File: src/sv/prrs_pkg.sv
// Types and constants shared by the round-robin scheduler core and its ready-table cells.
// No dependencies.
package prrs_pkg;

  localparam int unsigned TASK_W    = 3;
  localparam int unsigned PRIO_W    = 5;
  localparam int unsigned SLICE_W   = 16;
  localparam int unsigned DLY_IN_W  = 16;
  localparam int unsigned LOCK_W    = 8;
  localparam logic [LOCK_W-1:0]  LOCK_MAX    = 8'd255;
  localparam logic [SLICE_W-1:0] SLICE_RESET = 16'd10;

  typedef enum logic [2:0] {
    CMD_READY    = 3'd0,
    CMD_UNREADY  = 3'd1,
    CMD_DELAY    = 3'd2,
    CMD_CANCEL   = 3'd3,
    CMD_TICK     = 3'd4,
    CMD_LOCK     = 3'd5,
    CMD_UNLOCK   = 3'd6,
    CMD_SCHEDULE = 3'd7
  } cmd_e;

  typedef enum logic [3:0] {
    ST_IDLE,
    ST_EXEC,
    ST_REM,
    ST_APP,
    ST_WAKE,
    ST_WADV,
    ST_SLICE,
    ST_HEAD,
    ST_SCHED,
    ST_DONE
  } state_e;

  typedef struct packed {
    cmd_e                cmd;
    logic [TASK_W-1:0]   task_id;
    logic [PRIO_W-1:0]   priority_req;
    logic [DLY_IN_W-1:0] delay_ticks;
  } item_t;

  typedef struct packed {
    logic              switch_now;
    logic [TASK_W-1:0] next_task;
    logic              ready_empty;
    logic [LOCK_W-1:0] lock_level;
  } result_t;

  typedef struct packed {
    logic [TASK_W-1:0] task_id;
    logic [PRIO_W-1:0] prio;
    logic              valid;
  } entry_t;

  typedef struct packed {
    logic              rem;
    logic              app;
    logic [TASK_W-1:0] task_id;
    logic [PRIO_W-1:0] prio;
  } cell_ctl_t;

endpackage

File: src/sv/prrs_cell.sv
// One entry of the ready table; shifts left on remove, fills the first free slot on append.
// Depends on prrs_pkg.
module prrs_cell (
  input  logic               clk_i,
  input  logic               rst_ni,
  input  prrs_pkg::cell_ctl_t ctl_i,
  input  prrs_pkg::entry_t   right_i,
  input  logic               left_valid_i,
  input  logic               hit_i,
  output logic               hit_o,
  output prrs_pkg::entry_t   ent_o
);
  import prrs_pkg::*;

  entry_t ent_q, ent_d;

  assign hit_o = hit_i | (ent_q.valid && (ent_q.task_id == ctl_i.task_id));
  assign ent_o = ent_q;

  always_comb begin
    ent_d = ent_q;
    if (ctl_i.rem && hit_o) begin
      ent_d = right_i;
    end else if (ctl_i.app && !ent_q.valid && left_valid_i) begin
      ent_d.task_id = ctl_i.task_id;
      ent_d.prio    = ctl_i.prio;
      ent_d.valid   = 1'b1;
    end
  end

  always_ff @(posedge clk_i or negedge rst_ni) begin
    if (!rst_ni) begin
      ent_q <= '0;
    end else begin
      ent_q <= ent_d;
    end
  end

  a_prefix: assert property (@(posedge clk_i) disable iff (!rst_ni)
    ent_q.valid |-> left_valid_i) else $error("ready table has a hole");
  a_fill: assert property (@(posedge clk_i) disable iff (!rst_ni)
    (ctl_i.app && !ctl_i.rem && !ent_q.valid && left_valid_i) |=> ent_q.valid)
    else $error("append missed free slot");
  a_shift: assert property (@(posedge clk_i) disable iff (!rst_ni)
    (ctl_i.rem && hit_o) |=> (ent_q == $past(right_i)))
    else $error("remove did not shift");

endmodule

File: src/sv/priority_round_robin_scheduler_core.sv
// Top level of the priority round-robin scheduler: command sequencer, per-task timers, ready table.
// Depends on prrs_pkg and prrs_cell.
//
// One command is taken when start is high and busy is low; its result appears on result_o for
// one cycle with done_o high and cannot be held off. The sequencer works on one command at a
// time and walks the ready-table cells one per cycle: lock, delay and cancel end in the execute
// state; ready removes and appends the task, unready removes it; schedule and the final unlock scan
// the table; tick steps each task timer, appends woken tasks, rotates on slice expiry, then scans.
module priority_round_robin_scheduler_core #(
  parameter int unsigned NUM_TASKS  = 8,
  parameter int unsigned NUM_PRIOS  = 32,
  parameter int unsigned DELAY_BITS = 16
) (
  input  logic                           clk_i,
  input  logic                           rst_ni,
  input  logic                           start,
  output logic                           busy,
  input  prrs_pkg::item_t                item_i,
  output logic                           done_o,
  output prrs_pkg::result_t              result_o,
  input  logic                           cfg_we_i,
  input  logic [prrs_pkg::SLICE_W-1:0]   cfg_wdata_i
);
  import prrs_pkg::*;

  localparam int unsigned IW = (NUM_TASKS > 1) ? $clog2(NUM_TASKS) : 1;

  state_e              state_q, state_d, ret_q, ret_d;
  item_t               item_q;
  logic [IW-1:0]       idx_q, idx_d;
  logic                app_q, app_d;
  logic [TASK_W-1:0]   op_task_q, op_task_d;
  logic [PRIO_W-1:0]   op_prio_q, op_prio_d;
  logic [PRIO_W-1:0]   tgt_q, tgt_d;
  logic                found_q, found_d;
  logic [PRIO_W-1:0]   bprio_q, bprio_d;
  logic [TASK_W-1:0]   btask_q, btask_d;
  logic                sw_q, sw_d;
  logic [TASK_W-1:0]   run_q, run_d;
  logic                run_valid_q, run_valid_d;
  logic [LOCK_W-1:0]   lock_q, lock_d;
  logic [SLICE_W-1:0]  slice_len_q;

  logic [PRIO_W-1:0]     tprio_q [NUM_TASKS];
  logic [PRIO_W-1:0]     tprio_d [NUM_TASKS];
  logic [DELAY_BITS-1:0] dleft_q [NUM_TASKS];
  logic [DELAY_BITS-1:0] dleft_d [NUM_TASKS];
  logic                  dact_q  [NUM_TASKS];
  logic                  dact_d  [NUM_TASKS];
  logic [SLICE_W-1:0]    slice_q [NUM_TASKS];
  logic [SLICE_W-1:0]    slice_d [NUM_TASKS];

  entry_t    cells_w [NUM_TASKS];
  logic      hits_w  [NUM_TASKS];
  cell_ctl_t ctl;

  entry_t                e;
  logic                  last;
  logic                  tid_ok;
  logic [IW-1:0]         tid_idx;
  logic [IW-1:0]         rt_idx;
  logic [PRIO_W-1:0]     prq;
  logic [DELAY_BITS-1:0] dnew;
  logic [SLICE_W-1:0]    snew;
  logic                  cand;
  logic                  bf;
  logic [TASK_W-1:0]     bt;

  for (genvar g = 0; g < NUM_TASKS; g++) begin : g_cell
    entry_t right_w;
    logic   lv_w;
    logic   hin_w;
    if (g == NUM_TASKS - 1) begin : g_end
      assign right_w = '0;
    end else begin : g_mid
      assign right_w = cells_w[g+1];
    end
    if (g == 0) begin : g_first
      assign lv_w  = 1'b1;
      assign hin_w = 1'b0;
    end else begin : g_rest
      assign lv_w  = cells_w[g-1].valid;
      assign hin_w = hits_w[g-1];
    end
    prrs_cell u_cell (
      .clk_i        (clk_i),
      .rst_ni       (rst_ni),
      .ctl_i        (ctl),
      .right_i      (right_w),
      .left_valid_i (lv_w),
      .hit_i        (hin_w),
      .hit_o        (hits_w[g]),
      .ent_o        (cells_w[g])
    );
  end

  assign e       = cells_w[idx_q];
  assign last    = (idx_q == IW'(NUM_TASKS - 1));
  assign tid_ok  = (int'(item_q.task_id) < NUM_TASKS);
  assign tid_idx = IW'(item_q.task_id);
  assign rt_idx  = IW'(run_q);
  assign prq     = (int'(item_q.priority_req) > NUM_PRIOS - 1) ?
                   PRIO_W'(NUM_PRIOS - 1) : item_q.priority_req;
  assign dnew    = dleft_q[idx_q] - 1'b1;
  assign snew    = slice_q[idx_q] - 1'b1;
  assign cand    = e.valid && (!found_q || (e.prio < bprio_q));
  assign bf      = found_q || e.valid;
  assign bt      = cand ? e.task_id : btask_q;

  assign busy            = (state_q != ST_IDLE);
  assign done_o          = (state_q == ST_DONE);
  assign result_o.switch_now  = sw_q;
  assign result_o.next_task   = run_q;
  assign result_o.ready_empty = !cells_w[0].valid;
  assign result_o.lock_level  = lock_q;

  always_comb begin
    state_d     = state_q;
    ret_d       = ret_q;
    idx_d       = idx_q;
    app_d       = app_q;
    op_task_d   = op_task_q;
    op_prio_d   = op_prio_q;
    tgt_d       = tgt_q;
    found_d     = found_q;
    bprio_d     = bprio_q;
    btask_d     = btask_q;
    sw_d        = sw_q;
    run_d       = run_q;
    run_valid_d = run_valid_q;
    lock_d      = lock_q;
    tprio_d     = tprio_q;
    dleft_d     = dleft_q;
    dact_d      = dact_q;
    slice_d     = slice_q;
    ctl         = '{rem: 1'b0, app: 1'b0, task_id: op_task_q, prio: op_prio_q};
    case (state_q)
      ST_IDLE: begin
        if (start) begin
          sw_d    = 1'b0;
          state_d = ST_EXEC;
        end
      end
      ST_EXEC: begin
        state_d = ST_DONE;
        case (item_q.cmd)
          CMD_READY: begin
            if (tid_ok) begin
              tprio_d[tid_idx] = prq;
              op_task_d = item_q.task_id;
              op_prio_d = prq;
              app_d     = 1'b1;
              ret_d     = ST_DONE;
              state_d   = ST_REM;
            end
          end
          CMD_UNREADY: begin
            if (tid_ok) begin
              op_task_d = item_q.task_id;
              app_d     = 1'b0;
              ret_d     = ST_DONE;
              state_d   = ST_REM;
            end
          end
          CMD_DELAY: begin
            if (tid_ok) begin
              dleft_d[tid_idx] = DELAY_BITS'(item_q.delay_ticks);
              dact_d[tid_idx]  = 1'b1;
            end
          end
          CMD_CANCEL: begin
            if (tid_ok) begin
              dact_d[tid_idx] = 1'b0;
            end
          end
          CMD_TICK: begin
            idx_d   = '0;
            state_d = ST_WAKE;
          end
          CMD_LOCK: begin
            if (lock_q != LOCK_MAX) begin
              lock_d = lock_q + 1'b1;
            end
          end
          CMD_UNLOCK: begin
            if (lock_q != '0) begin
              lock_d = lock_q - 1'b1;
              if (lock_q == LOCK_W'(1)) begin
                idx_d   = '0;
                found_d = 1'b0;
                state_d = ST_SCHED;
              end
            end
          end
          CMD_SCHEDULE: begin
            idx_d   = '0;
            found_d = 1'b0;
            state_d = ST_SCHED;
          end
          default: state_d = ST_DONE;
        endcase
      end
      ST_REM: begin
        ctl.rem = 1'b1;
        if (app_q) begin
          state_d = ST_APP;
        end else begin
          state_d = ret_q;
        end
      end
      ST_APP: begin
        ctl.app = 1'b1;
        state_d = ret_q;
        if (ret_q == ST_SCHED) begin
          idx_d   = '0;
          found_d = 1'b0;
        end
      end
      ST_WAKE: begin
        state_d = ST_WADV;
        if (dact_q[idx_q]) begin
          dleft_d[idx_q] = dnew;
          if (dnew == '0) begin
            dact_d[idx_q] = 1'b0;
            op_task_d = TASK_W'(idx_q);
            op_prio_d = tprio_q[idx_q];
            app_d     = 1'b1;
            ret_d     = ST_WADV;
            state_d   = ST_REM;
          end
        end
      end
      ST_WADV: begin
        if (last) begin
          idx_d   = rt_idx;
          state_d = ST_SLICE;
        end else begin
          idx_d   = idx_q + 1'b1;
          state_d = ST_WAKE;
        end
      end
      ST_SLICE: begin
        idx_d   = '0;
        found_d = 1'b0;
        state_d = ST_SCHED;
        if (run_valid_q) begin
          slice_d[idx_q] = snew;
          if (snew == '0) begin
            tgt_d   = tprio_q[idx_q];
            state_d = ST_HEAD;
          end
        end
      end
      ST_HEAD: begin
        if (e.valid && (e.prio == tgt_q)) begin
          op_task_d       = e.task_id;
          op_prio_d       = e.prio;
          app_d           = 1'b1;
          ret_d           = ST_SCHED;
          slice_d[rt_idx] = slice_len_q;
          state_d         = ST_REM;
        end else if (last) begin
          idx_d   = '0;
          found_d = 1'b0;
          state_d = ST_SCHED;
        end else begin
          idx_d = idx_q + 1'b1;
        end
      end
      ST_SCHED: begin
        if (cand) begin
          bprio_d = e.prio;
          btask_d = e.task_id;
        end
        found_d = bf;
        if (last) begin
          state_d = ST_DONE;
          if ((lock_q == '0) && bf && !(run_valid_q && (bt == run_q))) begin
            run_d       = bt;
            run_valid_d = 1'b1;
            sw_d        = 1'b1;
          end
        end else begin
          idx_d = idx_q + 1'b1;
        end
      end
      ST_DONE: begin
        state_d = ST_IDLE;
      end
      default: state_d = ST_IDLE;
    endcase
  end

  always_ff @(posedge clk_i or negedge rst_ni) begin
    if (!rst_ni) begin
      state_q     <= ST_IDLE;
      ret_q       <= ST_DONE;
      idx_q       <= '0;
      app_q       <= 1'b0;
      found_q     <= 1'b0;
      sw_q        <= 1'b0;
      run_q       <= '0;
      run_valid_q <= 1'b0;
      lock_q      <= '0;
      slice_len_q <= SLICE_RESET;
      for (int i = 0; i < NUM_TASKS; i++) begin
        tprio_q[i] <= '0;
        dleft_q[i] <= '0;
        dact_q[i]  <= 1'b0;
        slice_q[i] <= SLICE_RESET;
      end
    end else begin
      state_q     <= state_d;
      ret_q       <= ret_d;
      idx_q       <= idx_d;
      app_q       <= app_d;
      found_q     <= found_d;
      sw_q        <= sw_d;
      run_q       <= run_d;
      run_valid_q <= run_valid_d;
      lock_q      <= lock_d;
      tprio_q     <= tprio_d;
      dleft_q     <= dleft_d;
      dact_q      <= dact_d;
      slice_q     <= slice_d;
      if (cfg_we_i) begin
        slice_len_q <= cfg_wdata_i;
      end
    end
  end

  always_ff @(posedge clk_i) begin
    if (start && !busy) begin
      item_q <= item_i;
    end
    op_task_q <= op_task_d;
    op_prio_q <= op_prio_d;
    tgt_q     <= tgt_d;
    bprio_q   <= bprio_d;
    btask_q   <= btask_d;
  end

  a_one_result: assert property (@(posedge clk_i) disable iff (!rst_ni)
    done_o |=> !done_o) else $error("result strobe held");
  a_take: assert property (@(posedge clk_i) disable iff (!rst_ni)
    (start && !busy) |=> busy) else $error("transaction not taken");
  a_switch: assert property (@(posedge clk_i) disable iff (!rst_ni)
    (done_o && result_o.switch_now) |-> (run_valid_q && !result_o.ready_empty))
    else $error("switch without ready task");

endmodule
File: config.mk
export PLATFORM = sky130hd
export DESIGN_NAME = priority_round_robin_scheduler_core
export DESIGN_NICKNAME = d
export VERILOG_FILES = /design/src/sv/prrs_pkg.sv /design/src/sv/prrs_cell.sv /design/src/sv/priority_round_robin_scheduler_core.sv
export SDC_FILE = /design/constraint.sdc
export NUM_CORES = 1
export LEC_CHECK = 0
export ABC_AREA = 1
export BUFFER_PORTS_ARGS = -buffer_cell sky130_fd_sc_hd__buf_2
export CORE_AREA = 2 2 217 219
export CTS_CLUSTER_DIAMETER = 80
export DETAILED_ROUTE_END_ITERATION = 8
export DIE_AREA = 0 0 219 221
export HOLD_SLACK_MARGIN = 0.12
export PLACE_DENSITY = 0.83
export SETUP_SLACK_MARGIN = 0.2
export SLEW_MARGIN = 20
export SYNTH_ARGS = -nofsm -noshare
export SYNTH_HDL_FRONTEND = slang
export SYNTH_SLANG_ARGS = --single-unit
File: constraint.sdc
create_clock -name clk_i -period 3.7 [get_ports clk_i]
set_clock_uncertainty 0.2 [all_clocks]
set_input_delay 0.925 -clock clk_i [delete_from_list [all_inputs] [get_ports clk_i]]
set_output_delay 0.925 -clock clk_i [all_outputs]
set_load 0.01 [all_outputs]
==> results.sh, run 1 <==
export IMPL_r2r_slack_ps=60
export IMPL_syn_avg_cell_area_sq_um=7.39
export IMPL_hold_viol=0
export IMPL_placed_cell_area_sq_um=27700
export IMPL_wl_met2_um=41100
export IMPL_synth_area_leaders="dfrtp_1, nand2_1, edfxtp_1, inv_1, o22ai_1"
export IMPL_synth_edf_count=48
export IMPL_worstHoldStart="slice_q[99]$_DFFE_PN1P_"
export IMPL_power_density_nw_per_um2=857
export IMPL_synthCells=3526
export IMPL_fin_area_sq_um=31500
export IMPL_fmax_mhz=275
export IMPL_critPathLaunchType="flip-flop"
export IMPL_drtIter0Drc=3953
export IMPL_final_cells=4403
export IMPL_numCtsBuffers=51
export IMPL_grt_overflow_total=0
export IMPL_setup_viol=0
export IMPL_dp_slack_ps=-116
export IMPL_peakVddDrop_mv=0.993
export IMPL_worstMarginPinSlew_ps=884
export IMPL_drc_errors=0
export IMPL_ys_ff_latch=465
export IMPL_yosys_area_top_type="dfrtp_1"
export IMPL_nets=3813
export IMPL_clock_latency_ps=640
export IMPL_numPlacedInstances=4202
export IMPL_synthArstFlopShare_pct=89.7
export IMPL_syn_area_sq_um=26000
export IMPL_yosys_warnings=0
export IMPL_die_area_sq_um=48400
export IMPL_layout_min_cycle_time_ps=3640
export IMPL_grt_pass1_vias=24900
export IMPL_grt_pass1_wl_um=136000
export IMPL_slew_viol_final=0
export IMPL_fin_hold_ws_ps=262
export IMPL_cts_tree="built"
export IMPL_viasPerCell=6.19
export IMPL_crit_path_end="rt_idx[1]$_DFFE_PN0P_"
export IMPL_critPathRequiredTime_ps=4060
export IMPL_p_leak_uw=0.0154
export IMPL_status="finished, final reports clean"
export IMPL_wl_um=92200
export IMPL_cts_buffer_depth=3
export IMPL_gp_congestion=0.999
export IMPL_critPathArrivalTime_ps=4000
export IMPL_clk_pin_slew_ps=60
export IMPL_track_usage_pct=35.7
export IMPL_cp_end_kind="flip-flop"
export IMPL_wire_per_inst_um=20.9
export IMPL_io_pin_count=62
export IMPL_antenna_found_initial=0
export IMPL_fin_tns_setup_ps=0
export IMPL_area_delta_synth_final_pct=20.8
export IMPL_ys_types=57
export IMPL_drive_gt1_share_pct=16.6
export IMPL_place_hpwl_um=57200
export IMPL_seq_area_frac_synth_pct=45.7
export IMPL_min_path_type="reg -> reg"
export IMPL_firstDrtPassIters=9
export IMPL_crit_path_max_fanout=7
export IMPL_die_w_um=219
export IMPL_reg2reg_from="idx_q[0]$_DFFE_PN0P_"
export IMPL_wl_met3_um=12300
export IMPL_fillers=3564
export IMPL_synth_nets=3586
export IMPL_fin_crit_sh_pct=98.4
export IMPL_critical_path_startpoint="idx_q[0]$_DFFE_PN0P_"
export IMPL_timing_rr_end="rt_idx[1]$_DFFE_PN0P_"
export IMPL_rows=79
export IMPL_rsz0062_at_grt="yes"
export IMPL_ys_flop_type="dfrtp_1"
export IMPL_cts_sinks=465
export IMPL_maxCapViolCount=0
export IMPL_synth_top_area_share_pct=38.2
export IMPL_routed_top_layer="met4"
export IMPL_drtAntennaViolNets=0
export IMPL_cts_htree_levels=2
export IMPL_root_buffer="clkbuf_16"
export IMPL_crit_type="reg -> reg"
export IMPL_die_h_um=221
export IMPL_max_slew_margin_pct=41.0
export IMPL_finalWorstSetupSlack_ps=60.9
export IMPL_start_util_pct=56.5
export IMPL_wl_met1_um=33700
export IMPL_core_area_sq_um=46100
export IMPL_port_buffers=61
export IMPL_vias=27300
export IMPL_rr_worst_depth=21
export IMPL_grt_max_degree=85
export IMPL_num_antenna_cells=0
critical path, stage by stage (launching register included):
cell and delay, ps:
dfrtp_4 580, buf_12 170, buf_16 150, nand2_8 110, inv_2 70, a22oi_2 180, nand4_2 170, ha_4 290
a21oi_2 130, nor2_1 70, a211oi_2 280, nand2_2 180, nand2_4 140, nand2_4 80, nand2_2 100, and2_4 150
nor2_1 40, nor2_1 100, nand2_1 80, nand2_2 120, nand2_1 60, o21ai_1 80
state kept, by name (all words and copies together) (netlist names), 3 cells and up, named ones only:
name,cells
slice_len_q,16
slice_q,128
item_q,19
prq,5
tprio_q,40
tid_idx,3
dleft_q,128
btask_q,3
idx_q,3
tgt_q,5
state_q,4
lock_q,8
g_cell.u_cell.ent_o,72
op_prio_q,5
op_task_q,3
ret_q,3
bprio_q,5
rt_idx,3
final cells by class:
cell class / count / area, sq um / share of cell area [%]
clock buffer: 77 / 1480 / 4.69
clock inverter: 19 / 226 / 0.720
inverter: 417 / 1620 / 5.16
multi-input combinational: 2502 / 12600 / 40.0
sequential: 465 / 11900 / 37.9
tap: 607 / 759 / 2.41
timing repair buffer: 312 / 2860 / 9.11
timing repair inverter: 4 / 30.0 / 0.0955
routing by layer:
layer  track usage [%]  up-vias
li1                  -    12100
met1              48.1    12600
met2              54.4     2127
met3              9.57      484
met4              15.6        0
met5                 0        -
worst min path at each step:
stage                                    to  slack [ps]  cells past startpoint
floorplan                         flip-flop         240                      2
global placement    slice_q[17]$_DFFE_PN1P_         250                      2
detailed placement  slice_q[99]$_DFFE_PN1P_         250                      2
CTS                    item_q[24]$_DFFE_PP_         250                      1
global route               prq[1]$_DFFE_PP_         250                      1
finish              slice_q[99]$_DFFE_PN1P_         260                      2
cell families after synthesis:
logic type	count (synthesis)	share of synthesized area [%]
xor+xnor	16	0.538
fa+ha+maj	13	0.625
buf+inv	560	8.85
flops	465	45.7
compound gates	710	16.8
simple gates	1762	27.5
power by group:
part	switching, uW	total [uW]	internal, uW	leakage, uW
combinational	9210	14600	5360	0.00852
sequential	704	7170	6460	0.00606
clock	2250	5240	2980	0.000820
total	12200	27000	14800	0.0154
cell usage in the layout, fill, tap and decap left out, drive strengths merged, types with 3 or more instances in the layout:
| master | n |
|---|---|
| nand2 | 1341 |
| a22oi | 101 |
| nor3 | 30 |
| o211ai | 17 |
| clkbuf | 86 |
| a221oi | 14 |
| or2 | 3 |
| bufinv | 3 |
| o221ai | 34 |
| inv | 403 |
| ha | 13 |
| clkinvlp | 8 |
| dfrtp | 397 |
| edfxtp | 48 |
| xnor2 | 6 |
| xor2 | 10 |
| o21ai | 197 |
| nor2 | 203 |
| clkinv | 26 |
| a22o | 5 |
| dfstp | 20 |
| nand3b | 4 |
| a2bb2oi | 8 |
| nand3 | 139 |
| o22ai | 157 |
| a31oi | 3 |
| nand4 | 37 |
| a211oi | 4 |
| buf | 300 |
| o2111ai | 5 |
| a21oi | 154 |
cells in the mapped netlist (8+ instances only):
cell       instances
a221oi_1          14
inv_1            379
nor2_1           178
o22ai_1          157
o21ai_1           12
nor2_2            15
ha_1              13
inv_2             26
nand3_1          137
nor2_4            10
edfxtp_1          48
clkbuf_1          61
o221ai_1          34
xor2_1            10
dfstp_2           20
clkinv_1          12
dfrtp_1          397
nor3_1            29
a22oi_1          100
nand4_1           35
a21oi_1          152
a2bb2oi_1          8
buf_4             13
o211ai_1          17
buf_1             11
buf_2             45
o21ai_0          185
nand2_1         1325
buf_6             13
nand2_2           12
stage by stage:
step	power, uW	util (%)
after floorplan	14300	-
after global placement	18600	60.1
after detailed placement	18700	60.1
after CTS	24200	64.6
after global routing	28100	68.3
final	27000	68.3
timing repair:
| item | 4_1_cts | 5_1_grt |
|---|---|---|
| hold endpoints to repair | 46 | 0 |
| resized for setup | 43 | 248 |
| buffers inserted | 5 | 80 |
| hold buffers | 1 | 0 |
| pin swaps | 5 | 61 |
| endpoints found under the setup margin | 77 | 203 |
| gates cloned | 5 | 14 |
Note: power is estimated with default switching activity, not from simulation.
==> inputs of run 2 (changes only) <==
- BUFFER_PORTS_ARGS: -buffer_cell sky130_fd_sc_hd__buf_2 -> not set
- CORE_AREA: 2 2 217 219 -> 5 5 218 220
- DIE_AREA: 0 0 219 221 -> 0 0 223 225
- DONT_BUFFER_PORTS: not set -> 1
- GPL_ROUTABILITY_DRIVEN: not set -> 0
==> run 2 against run 1 <==
Effect of this change: the flow now finishes with violations (design-rule violations, negative hold slack); sequential power is essentially flat; combinational power shrank 18%; count of clock-buffer cells in the layout shrank 1; cell count shrank 4.2%; total power shrank 9.4%; maximum frequency grew 4.5%.
==> results.sh, run 2 (synthesized netlist as in run 1, its figures left out) <==
export IMPL_numCtsBuffers=49
export IMPL_port_buffers=0
export IMPL_status="complete, but fails checks"
export IMPL_firstDrtPassIters=9
export IMPL_cp_end_kind="flip-flop"
export IMPL_grt_pass1_wl_um=132000
export IMPL_antenna_found_initial=1
export IMPL_drtAntennaViolNets=0
export IMPL_vias=26100
export IMPL_io_pin_count=62
export IMPL_cts_tree="built"
export IMPL_worstMarginPinSlew_ps=1080
export IMPL_area_delta_synth_final_pct=12.5
export IMPL_seqCellArea_sq_um=11900
export IMPL_track_usage_pct=32.4
export IMPL_critPathRequiredTime_ps=4010
export IMPL_critPathLaunchType="flip-flop"
export IMPL_crit_type="reg -> reg"
export IMPL_p_leak_uw=0.0143
export IMPL_fin_crit_sh_pct=94.1
export IMPL_layout_commonest_cell="nand2_1"
export IMPL_fmax_mhz=287
export IMPL_grt_overflow_total=0
export IMPL_nets=3640
export IMPL_maxCapViolCount=0
export IMPL_fin_area_sq_um=29300
export IMPL_num_antenna_cells=0
export IMPL_slew_viol_final=0
export IMPL_final_cells=4220
export IMPL_drtIter0Drc=3836
export IMPL_drive_gt1_share_pct=10.2
export IMPL_layout_min_cycle_time_ps=3480
export IMPL_max_slew_margin_pct=27.8
export IMPL_drc_errors=17
export IMPL_violations="design-rule violations, negative hold slack"
export IMPL_placed_cell_area_sq_um=27100
export IMPL_wire_per_inst_um=20.2
export IMPL_grt_max_degree=418
export IMPL_root_buffer="clkbuf_16"
export IMPL_min_path_type="in -> async"
export IMPL_fin_hold_ws_ps=-144
export IMPL_place_hpwl_um=55200
export IMPL_rr_worst_depth=23
export IMPL_dp_slack_ps=160
export IMPL_rows=78
export IMPL_cts_sinks=465
export IMPL_die_w_um=223
export IMPL_viasPerCell=6.18
export IMPL_fillers=3786
export IMPL_peakVddDrop_mv=0.556
export IMPL_finalWorstSetupSlack_ps=219
export IMPL_crit_path_max_fanout=20
export IMPL_multi_input_area_sq_um=12100
export IMPL_wl_um=85100
export IMPL_start_util_pct=57.8
export IMPL_numPlacedInstances=4112
export IMPL_cts_htree_levels=2
export IMPL_grt_pass1_vias=24400
export IMPL_die_h_um=225
export IMPL_clock_latency_ps=610
export IMPL_final_cell_mix="nand2_1, dfrtp_1, inv_1"
export IMPL_clk_pin_slew_ps=60
export IMPL_cts_buffer_depth=3
export IMPL_power_density_nw_per_um2=834
export IMPL_critPathArrivalTime_ps=3790
export IMPL_rsz0062_at_grt="yes"
export IMPL_setup_viol=0
export IMPL_die_area_sq_um=50200
export IMPL_hold_viol=187
export IMPL_fin_tns_setup_ps=0
export IMPL_core_area_sq_um=45100
-- run 2: metal layers --
metal	part of all wire, %	vias to the layer above	global-route usage (%)
met3	13	445	8.23
met2	43	1945	48.7
met5	0.015	-	0
li1	-	11700	-
met4	6.0	2	17.1
met1	37	12000	43.7
-- run 2: final timing paths --
| path | startpoint | endpoint | slack, ps |
|---|---|---|---|
| setup reg to reg | idx_q[0]$_DFFE_PN0P_ | rt_idx[1]$_DFFE_PN0P_ | 220 |
| max in group asynchronous | rst_ni | dleft_q[43]$_DFFE_PN0P_ | 2560 |
| hold / removal | rst_ni | tprio_q[8]$_DFFE_PN0P_ | -140 |
| hold reg to reg | slice_q[17]$_DFFE_PN1P_ | slice_q[17]$_DFFE_PN1P_ | 260 |
| min in group clk_i | cfg_we_i | slice_len_q[1]$_DFFE_PN1P_ | 190 |
| setup / recovery | idx_q[0]$_DFFE_PN0P_ | rt_idx[1]$_DFFE_PN0P_ | 220 |
-- run 2: per-stage QoR --
| step | power, uW | hold slack (ps) | util, % |
|---|---|---|---|
| 6_report | 24400 | -144 | 65.0 |
| 5_1_grt | 25700 | -164 | 65.0 |
| 4_1_cts | 23500 | -169 | 64.1 |
| 3_5_place_dp | 18100 | 254 | 60.2 |
| 3_3_place_gp | 18000 | 251 | 60.2 |
| 2_1_floorplan | 14300 | 242 | - |
-- run 2: power by group --
group          total [uW]  internal (uW)  switching (uW)  leakage (uW)
clock network        5290           3170            2120      0.000844
logic               11900           3930            8010       0.00740
registers            7190           6460             727       0.00606
-- run 2: final cells by class --
cell class	instances	share of cell area (%)
sequential	465	40.6
inverter	417	5.39
tap	600	2.56
clock buffer	76	5.05
multi-input combinational	2502	41.2
clock inverter	15	0.829
timing repair buffer	145	4.30
-- run 2: critical path, stage by stage (launching register included) --
cell and delay (ps):
dfrtp_4 540, buf_8 200, nand2_4 120, inv_1 70, nand2_1 100, o21ai_0 160, a21oi_1 170, nand3b_1 140
ha_1 330, nand2_1 90, nor2_1 50, a211oi_2 140, nand2_1 120, nand2_2 100, nand2_1 100, nand2_1 100
nand2_1 90, nand2_1 70, nand2_1 50, nor2_1 120, nand2_1 90, nand2_2 100, nand2_1 50, o21ai_0 80
-- run 2: timing repair --
item,CTS,global route
cloned,1,2
setup buffers,0,14
pin swaps,0,11
endpoints found under the setup margin,33,99
resized for setup,6,65
endpoints found under the hold margin,417,398
